<file path="config.mk">
export PLATFORM = sky130hd
export DESIGN_NAME = three_level_ready_list
export DESIGN_NICKNAME = d
export VERILOG_FILES = /design/src/design/tlrl_pkg.sv /design/src/design/tlrl_store.sv /design/src/design/tlrl_seq.sv /design/src/design/three_level_ready_list.sv
export SDC_FILE = /design/constraint.sdc
export NUM_CORES = 1
export LEC_CHECK = 0
export ABC_CLOCK_PERIOD_IN_PS = 5400
export BUFFER_PORTS_ARGS = -buffer_cell sky130_fd_sc_hd__buf_2
export CAP_MARGIN = 5
export CORE_MARGIN = 2
export CORE_UTILIZATION = 46
export CTS_CLUSTER_SIZE = 24
export DETAILED_ROUTE_END_ITERATION = 7
export GPL_TIMING_DRIVEN = 0
export MAX_ROUTING_LAYER = met4
export PLACE_DENSITY_LB_ADDON = 0.12
export SYNTH_ARGS = -nofsm -noshare
export SYNTH_HDL_FRONTEND = slang
export SYNTH_SLANG_ARGS = --single-unit
export TNS_END_PERCENT = 20
</file>
<file path="constraint.sdc">
create_clock -name clock -period 5.4 [get_ports clock]
set_input_delay 1.08 -clock clock [delete_from_list [all_inputs] [get_ports clock]]
set_output_delay 1.08 -clock clock [all_outputs]
set_load 0.1 [all_outputs]
</file>
<file path="src/design/tlrl_pkg.sv">
// Shared types and codes for the three-level ready list.
`timescale 1ns / 1ps
`default_nettype none

package tlrl_pkg;

   localparam int DEF_LIST_DEPTH = 16;
   localparam int DEF_PID_BITS   = 8;

   // operation codes
   localparam logic [1:0] KIND_ADD   = 2'd0;
   localparam logic [1:0] KIND_DEL   = 2'd1;
   localparam logic [1:0] KIND_QUERY = 2'd2;

   // priority level that names no list
   localparam logic [1:0] LVL_INVALID = 2'd3;

   // result status codes
   localparam logic [1:0] STAT_SUCCESS   = 2'd0;
   localparam logic [1:0] STAT_NOT_FOUND = 2'd1;
   localparam logic [1:0] STAT_BAD_PRIO  = 2'd2;
   localparam logic [1:0] STAT_FULL      = 2'd3;

   typedef enum logic [1:0] {
      ST_IDLE,
      ST_SCAN,
      ST_SHIFT,
      ST_FINISH
   } seq_state_type;

   typedef struct packed {
      logic wr_en;
      logic rd_en;
   } mem_ctl_type;

endpackage

`default_nettype wire

</file>
<file path="src/design/tlrl_store.sv">
// Entry memory for all three lists: one write port, one registered read port.
`timescale 1ns / 1ps
`default_nettype none

module tlrl_store
   import tlrl_pkg::*;
#(
   parameter int PID_BITS = DEF_PID_BITS,
   parameter int ADDR_W   = 6,
   parameter int WORDS    = 48
) (
   input  wire logic                clock,
   input  wire mem_ctl_type         ctl,
   input  wire logic [ADDR_W-1:0]   waddr,
   input  wire logic [PID_BITS-1:0] wdata,
   input  wire logic [ADDR_W-1:0]   raddr,
   output logic      [PID_BITS-1:0] rdata
);

   logic [PID_BITS-1:0] mem [WORDS];
   logic [PID_BITS-1:0] rdata_ff;

   always_ff @(posedge clock) begin
      if (ctl.wr_en) begin
         mem[waddr] <= wdata;
      end
   end

   always_ff @(posedge clock) begin
      if (ctl.rd_en) begin
         rdata_ff <= mem[raddr];
      end
   end

   assign rdata = rdata_ff;

endmodule

`default_nettype wire

</file>
<file path="src/design/tlrl_seq.sv">
// Sequencer: decode, one-entry-per-cycle scan and compare, shift-down on delete, result register.
`timescale 1ns / 1ps
`default_nettype none

module tlrl_seq
   import tlrl_pkg::*;
#(
   parameter int LIST_DEPTH = DEF_LIST_DEPTH,
   parameter int PID_BITS   = DEF_PID_BITS,
   parameter int IDX_W      = $clog2(LIST_DEPTH),
   parameter int CNT_W      = $clog2(LIST_DEPTH + 1),
   parameter int ADDR_W     = IDX_W + 2
) (
   input  wire logic                clock,
   input  wire logic                reset,
   input  wire logic                req_valid,
   output logic                     req_ready,
   input  wire logic [1:0]          req_kind,
   input  wire logic [PID_BITS-1:0] req_pid,
   input  wire logic [1:0]          req_priority_req,
   output logic                     rsp_valid,
   input  wire logic                rsp_ready,
   output logic                     rsp_ok,
   output logic      [1:0]          rsp_status,
   output mem_ctl_type              mem_ctl,
   output logic      [ADDR_W-1:0]   mem_waddr,
   output logic      [PID_BITS-1:0] mem_wdata,
   output logic      [ADDR_W-1:0]   mem_raddr,
   input  wire logic [PID_BITS-1:0] mem_rdata
);

   localparam logic [CNT_W-1:0] FULL_CNT = CNT_W'(LIST_DEPTH);

   seq_state_type       state_ff, state_in;
   logic [1:0]          kind_ff, kind_in;
   logic [1:0]          lvl_ff, lvl_in;
   logic [PID_BITS-1:0] key_ff, key_in;
   logic [IDX_W-1:0]    idx_ff, idx_in;
   logic [CNT_W-1:0]    cnt_ff, cnt_in;
   logic                pend_ok_ff, pend_ok_in;
   logic [1:0]          pend_stat_ff, pend_stat_in;
   logic [CNT_W-1:0]    counts_ff [3];
   logic [CNT_W-1:0]    counts_in [3];
   logic                rsp_valid_ff, rsp_valid_in;
   logic                rsp_ok_ff, rsp_ok_in;
   logic [1:0]          rsp_status_ff, rsp_status_in;

   logic                lvl_ok;
   logic [CNT_W-1:0]    sel_cnt;
   logic                is_search;
   logic                start_scan;
   logic                match;
   logic                last;
   logic                out_free;
   logic [IDX_W-1:0]    idx_p1;
   logic [IDX_W-1:0]    idx_p2;

   assign lvl_ok     = (req_priority_req != LVL_INVALID);
   assign sel_cnt    = lvl_ok ? counts_ff[req_priority_req] : '0;
   assign is_search  = (req_kind == KIND_DEL) || (req_kind == KIND_QUERY);
   assign start_scan = lvl_ok && is_search && (sel_cnt != '0);
   assign match      = (mem_rdata == key_ff);
   assign last       = ((CNT_W'(idx_ff) + CNT_W'(1)) == cnt_ff);
   assign out_free   = !rsp_valid_ff || rsp_ready;
   assign idx_p1     = idx_ff + IDX_W'(1);
   assign idx_p2     = idx_ff + IDX_W'(2);

   // next state
   always_comb begin
      state_in = state_ff;
      case (state_ff)
         ST_IDLE: begin
            if (req_valid) begin
               state_in = start_scan ? ST_SCAN : ST_FINISH;
            end
         end
         ST_SCAN: begin
            if (match) begin
               state_in = (kind_ff == KIND_DEL) ? ST_SHIFT : ST_FINISH;
            end else if (last) begin
               state_in = ST_FINISH;
            end
         end
         ST_SHIFT: begin
            if (last) begin
               state_in = ST_FINISH;
            end
         end
         ST_FINISH: begin
            if (out_free) begin
               state_in = ST_IDLE;
            end
         end
         default: state_in = ST_IDLE;
      endcase
   end

   // datapath and memory control
   always_comb begin
      kind_in       = kind_ff;
      lvl_in        = lvl_ff;
      key_in        = key_ff;
      idx_in        = idx_ff;
      cnt_in        = cnt_ff;
      pend_ok_in    = pend_ok_ff;
      pend_stat_in  = pend_stat_ff;
      counts_in     = counts_ff;
      rsp_valid_in  = rsp_valid_ff && !rsp_ready;
      rsp_ok_in     = rsp_ok_ff;
      rsp_status_in = rsp_status_ff;
      mem_ctl       = '0;
      mem_waddr     = {lvl_ff, idx_ff};
      mem_wdata     = mem_rdata;
      mem_raddr     = {lvl_ff, idx_p1};
      case (state_ff)
         ST_IDLE: begin
            mem_raddr = {req_priority_req, {IDX_W{1'b0}}};
            if (req_valid) begin
               kind_in      = req_kind;
               lvl_in       = req_priority_req;
               key_in       = req_pid;
               idx_in       = '0;
               cnt_in       = sel_cnt;
               pend_ok_in   = 1'b0;
               pend_stat_in = STAT_NOT_FOUND;
               if (!lvl_ok) begin
                  pend_stat_in = STAT_BAD_PRIO;
               end else if (req_kind == KIND_ADD) begin
                  if (sel_cnt == FULL_CNT) begin
                     pend_stat_in = STAT_FULL;
                  end else begin
                     mem_ctl.wr_en = 1'b1;
                     mem_waddr     = {req_priority_req, sel_cnt[IDX_W-1:0]};
                     mem_wdata     = req_pid;
                     counts_in[req_priority_req] = sel_cnt + CNT_W'(1);
                     pend_ok_in    = 1'b1;
                     pend_stat_in  = STAT_SUCCESS;
                  end
               end
               mem_ctl.rd_en = start_scan;
            end
         end
         ST_SCAN: begin
            // read of the next entry is issued while this one is compared
            mem_ctl.rd_en = 1'b1;
            if (match) begin
               if (kind_ff != KIND_DEL) begin
                  pend_ok_in   = 1'b1;
                  pend_stat_in = STAT_SUCCESS;
               end
            end else begin
               idx_in = idx_p1;
            end
         end
         ST_SHIFT: begin
            if (last) begin
               counts_in[lvl_ff] = cnt_ff - CNT_W'(1);
               pend_ok_in        = 1'b1;
               pend_stat_in      = STAT_SUCCESS;
            end else begin
               // rdata holds entry idx+1; move it down one slot
               mem_ctl.wr_en = 1'b1;
               mem_ctl.rd_en = 1'b1;
               mem_raddr     = {lvl_ff, idx_p2};
               idx_in        = idx_p1;
            end
         end
         ST_FINISH: begin
            if (out_free) begin
               rsp_valid_in  = 1'b1;
               rsp_ok_in     = pend_ok_ff;
               rsp_status_in = pend_stat_ff;
            end
         end
         default: begin
         end
      endcase
   end

   always_ff @(posedge clock) begin
      if (reset) begin
         state_ff     <= ST_IDLE;
         rsp_valid_ff <= 1'b0;
         counts_ff    <= '{default: '0};
      end else begin
         state_ff     <= state_in;
         rsp_valid_ff <= rsp_valid_in;
         counts_ff    <= counts_in;
      end
   end

   always_ff @(posedge clock) begin
      kind_ff       <= kind_in;
      lvl_ff        <= lvl_in;
      key_ff        <= key_in;
      idx_ff        <= idx_in;
      cnt_ff        <= cnt_in;
      pend_ok_ff    <= pend_ok_in;
      pend_stat_ff  <= pend_stat_in;
      rsp_ok_ff     <= rsp_ok_in;
      rsp_status_ff <= rsp_status_in;
   end

   assign req_ready  = (state_ff == ST_IDLE);
   assign rsp_valid  = rsp_valid_ff;
   assign rsp_ok     = rsp_ok_ff;
   assign rsp_status = rsp_status_ff;

endmodule

`default_nettype wire

</file>
<file path="src/design/three_level_ready_list.sv">
// Top level of the three-level ready list: sequencer plus shared entry memory.
//
//   channel | direction | handshake             | payload
//   req     | in        | req_valid / req_ready | req_kind, req_pid, req_priority_req
//   rsp     | out       | rsp_valid / rsp_ready | rsp_ok, rsp_status
//
// Add, bad priority, unused kind and a search of an empty list go straight to finish.
// Query and delete scan to a match or the list end; a found delete shifts later entries down.
// The single memory read port walks one entry per cycle for scan and shift.
// Reset clears the three list counts; entry memory needs no clearing.
// A waiting result blocks only the finish step; the next item is still taken.
`timescale 1ns / 1ps
`default_nettype none

module three_level_ready_list
   import tlrl_pkg::*;
#(
   parameter int LIST_DEPTH = DEF_LIST_DEPTH,
   parameter int PID_BITS   = DEF_PID_BITS
) (
   input  wire logic                clock,
   input  wire logic                reset,
   input  wire logic                req_valid,
   output logic                     req_ready,
   input  wire logic [1:0]          req_kind,
   input  wire logic [PID_BITS-1:0] req_pid,
   input  wire logic [1:0]          req_priority_req,
   output logic                     rsp_valid,
   input  wire logic                rsp_ready,
   output logic                     rsp_ok,
   output logic      [1:0]          rsp_status
);

   localparam int IDX_W  = $clog2(LIST_DEPTH);
   localparam int CNT_W  = $clog2(LIST_DEPTH + 1);
   localparam int ADDR_W = IDX_W + 2;
   localparam int WORDS  = 3 << IDX_W;

   mem_ctl_type         mem_ctl;
   logic [ADDR_W-1:0]   mem_waddr;
   logic [PID_BITS-1:0] mem_wdata;
   logic [ADDR_W-1:0]   mem_raddr;
   logic [PID_BITS-1:0] mem_rdata;

   tlrl_seq #(
      .LIST_DEPTH (LIST_DEPTH),
      .PID_BITS   (PID_BITS),
      .IDX_W      (IDX_W),
      .CNT_W      (CNT_W),
      .ADDR_W     (ADDR_W)
   ) u_seq (
      .clock            (clock),
      .reset            (reset),
      .req_valid        (req_valid),
      .req_ready        (req_ready),
      .req_kind         (req_kind),
      .req_pid          (req_pid),
      .req_priority_req (req_priority_req),
      .rsp_valid        (rsp_valid),
      .rsp_ready        (rsp_ready),
      .rsp_ok           (rsp_ok),
      .rsp_status       (rsp_status),
      .mem_ctl          (mem_ctl),
      .mem_waddr        (mem_waddr),
      .mem_wdata        (mem_wdata),
      .mem_raddr        (mem_raddr),
      .mem_rdata        (mem_rdata)
   );

   tlrl_store #(
      .PID_BITS (PID_BITS),
      .ADDR_W   (ADDR_W),
      .WORDS    (WORDS)
   ) u_store (
      .clock (clock),
      .ctl   (mem_ctl),
      .waddr (mem_waddr),
      .wdata (mem_wdata),
      .raddr (mem_raddr),
      .rdata (mem_rdata)
   );

endmodule

`default_nettype wire

</file>
==> summary.md <==
| Metric | Value |
|---|---|
| Status | completed |
| Leak | 6.976 nW |
| Share of post-route cells with drive strength above 1 | 10.79% |
| Peak supply drop | approximately 0.33 mV |
| CP most frequent cell | clkbuf_1 |
| Sink Count | approximately 440 |
| Starting Density | between 40% and 50% |
| Core area | 41670 um^2 |
| Cell area after layout | 21560 um^2 |
| Clk Latency, worst-skew pair | 0.61 ns |
| Placed insts | 2000 |
| CP Data Required Time | 5.60 ns |
| Row count | 75 |
| Post-synth ARST share | 0% |
| Kind of critical path | input port to flip-flop |
| CP Capture Type | flip-flop |
| Min-Delay Path Class | flip-flop to flip-flop |
| CP arrival | 5.48 ns |
| Reg2reg end | u_store.rdata[2] |
| Setup violators final | 0 |
| Crit start category | input port |
| Distinct cell type count after synthesis | 72 |
| GRT Residual Overflow | 0 |
| Num CTS Buffers | 48 |
| Seq cells post-synth | 437 |
| Post-route DRC | 0 |
| Largest cells by area after synthesis | edfxtp_1, a211oi_1, and3_1 |
| CTS tree | built |
| Fin nets | 1537 |
| CP max stage cell | nor2_1 |
| Post CTS Setup Buffer Count | 0 |
| Average cell area after synthesis | 13.40 um^2 |
| Worst hold start | u_seq.pend_ok_ff |
| Commonest non-fill, non-tap cell in the layout | edfxtp_1 |
| CTS clk-pin slew, worst paths | 0.05 ns |
| EDFF count, synth | 419 |
| DR vias | between 10000 and 15000 |
| R2R Setup Slk | 0.14 ns |
| Reg2reg start | u_seq.idx_ff[0] |
| Clock tree root driver cell | clkbuf_16 |
| Pin count of the biggest net entering global routing | 49 |
| Vias in the first global route | 13400 |
| Pwr dens | just under 700 nW/um^2 |
| Die Y | 208.9 um |
| Worst-path maximum fanout | 10 |
| Fin crit period | ~5.3 ns |
| Cell Area, Synth | 19320 um^2 |
| Global Route Usage Sum | 29.83% |
| DRT iter0 DRCs | 1888 |
| H-tree level count | 2 |
| Wirelength per Cell | 30.19 um |
| Post-synth net total | 1468 |
| Top FF cell, synth | edfxtp_1 |
| Initial antenna violation count | 2 |
| # IOs | 21 |
| Hold slack | 0.4220 ns |
| Gate Count Post-Synth | between 1000 and 1500 |
| Layout area overhead | 11.61% |
| Max clock buf depth | 3 |
| Setup skew after layout | around 0.026 ns |
| Share of the cycle needed by the critical path after routing | 97.81% |
| Sequential area share after synthesis | 66.99% |
| ANT nets after route | 0 |
| Vias per cell | 6.626 |
| Worst-Margin Slew | 1.386 ns |
| FMAX | 0.1893 GHz |
| Port Buffers | 19 |
| Hold Path End | u_seq.rsp_ok |
| First drt pass iteration count | 6 |
| Final WL | between 60000 and 70000 um |
| Worst hold stages | 0 |
| Crit path cell chain | buf_2, buf_2, mux2i_1, o21ai_0, inv_1, ha_1, a311o_1, clkbuf_1, clkbuf_1, clkbuf_1, a21oi_1, nand2_1, nor2_1 |
| Ys Warns | 0 |
| Global-route wire length before repair | between 90000 and 100000 um |
| Unrepaired setup endpoints after global routing | yes |
| Register-to-Register Path Depth | 11 |
| Worst slew margin | 7.044% |
| Final hold viol count | 0 |
| Commonest non-fill, non-tap cells in the layout | edfxtp_1, a211oi_1, nor2_1 |
| DPL Wire Length | about 42000 um |
| Placed cell areas | 20100 um^2 |
| Dpl ws | -0.4798 ns |
| Fin. max-slew vios | 0 |
| Die W | 208.9 um |
| Top-area cell type share of the netlist area | 65.13% |
| Max Cap Viol | 0 |
| CP max stage delay | 0.91 ns |
| Final core occ | 51.75% |
| Gpl congestion | 0.9983 |
| Post-route insts no fill | between 2000 and 2500 |
| Area leader, netlist | edfxtp_1 |
| Worst setup margin | 0.1184 ns |
| Die Footprint | around 44000 um^2 |
[layer usage]
metal / vias to the layer above / wire length (um) / global-route usage, %
met5: - / 0 / -
met4: 0 / 3023 / 13.40
met3: 173 / 6341 / 7.289
met2: 779 / 28530 / 44.69
met1: 6925 / 25170 / 38.65
li1: 5965 / - / -
[flip-flops by register name, indices dropped and copies added, names as in the netlist]
register,cells
u_seq.rsp_status,2
u_store.mem,384
u_seq.pend_ok_ff,1
u_seq.key_ff,8
u_seq.cnt_ff,5
u_seq.idx_ff,4
u_seq.state_ff,2
u_seq.pend_stat_ff,2
u_seq.counts_ff,15
u_seq.rsp_valid,1
u_seq.kind_ff,2
u_seq.lvl_ff,2
u_store.rdata,8
u_seq.rsp_ok,1
[cell usage after synthesis, drive strengths merged (5+ instances only)]
master / number
mux2i: 41
a21boi: 7
nand3: 24
a2111oi: 15
nor2b: 9
xnor2: 13
and3: 89
ha: 10
nor4: 14
o32ai: 6
o31ai: 19
and2: 5
o221ai: 18
a32oi: 14
mux2: 11
inv: 27
buf: 44
nor2: 107
o22ai: 37
clkbuf: 59
nand2b: 6
nand2: 81
a21oi: 43
o22a: 7
or3: 5
dfxtp: 18
xor2: 6
a311oi: 18
o21ai: 41
a211oi: 101
nand4: 7
o221a: 10
a22oi: 33
nor3: 5
a221oi: 20
edfxtp: 419
[worst max-delay path: cells and delay by family]
| family | cells | cell delay [ns] |
|---|---|---|
| buffers and inverters | 6 | 1.44 |
| adder cells (fa/ha/maj) | 1 | 0.31 |
| multiplexers | 1 | 0.12 |
| AO/OA/AOI/OAI | 3 | 1.28 |
| AND/OR/NAND/NOR | 2 | 1.23 |
[cell families (layout without fill, tap and decap cells)]
logic type | count (synthesis) | in the layout | synth area share (%)
flip-flops | 437 | 437 | 66.99
AO/OA/AOI/OAI | 430 | 430 | 16.61
AND/OR/NAND/NOR | 364 | 364 | 9.313
buffers and inverters | 130 | 236 | 2.811
multiplexers | 52 | 52 | 2.766
XOR/XNOR | 19 | 19 | 0.8614
adder cells (fa/ha/maj) | 10 | 10 | 0.6477
other | 0 | 2 | 0
[per-stage QoR]
step	setup TNS, ns	power [W]
after floorplan	0	0.008581
after global placement	-92.61	0.01124
after detailed placement	-95.78	0.01133
after CTS	0	0.01431
after global routing	-0.04962	0.01500
final	0	0.01452
[layout make-up]
class | instances | area (um^2)
fillers | 3580 | 20100
flip-flops and latches | 437 | 12940
multi-input cells | 875 | 5889
clock buffers | 68 | 1296
well taps | 539 | 674.4
plain buffers | 103 | 441.7
clock inverters | 19 | 115.1
inverters | 27 | 101.3
repair buffers | 19 | 95.09
diodes | 2 | 5.005
[how the worst max path moves through the flow]
| stage | start | to | slack, ns | cells past startpoint |
|---|---|---|---|---|
| floorplan | req_priority_req[0] | u_store.mem[14][0] | 1.29 | 12 |
| global placement | req_priority_req[0] | u_store.mem[14][4] | -0.49 | 13 |
| detailed placement | req_priority_req[0] | u_store.mem[14][7] | -0.48 | 13 |
| CTS | req_priority_req[0] | u_store.mem[14][7] | 0.13 | 13 |
| global route | u_seq.idx_ff[1] | u_store.rdata[2] | -0.05 | 11 |
| finish | req_priority_req[0] | u_store.mem[26][1] | 0.12 | 13 |
[power breakdown]
part / switching (W) / total (W) / internal (W)
sequential: 0.0000963 / 0.00453 / 0.00443
combinational: 0.00514 / 0.00698 / 0.00184
clock: 0.00134 / 0.00301 / 0.00167
[repair_timing]
| item | CTS | global route |
|---|---|---|
| resized for setup | 0 | 17 |
| hold buffers | 0 | 0 |
| setup endpoints to repair | 0 | 118 |
Note: power is estimated with default switching activity, not from simulation.
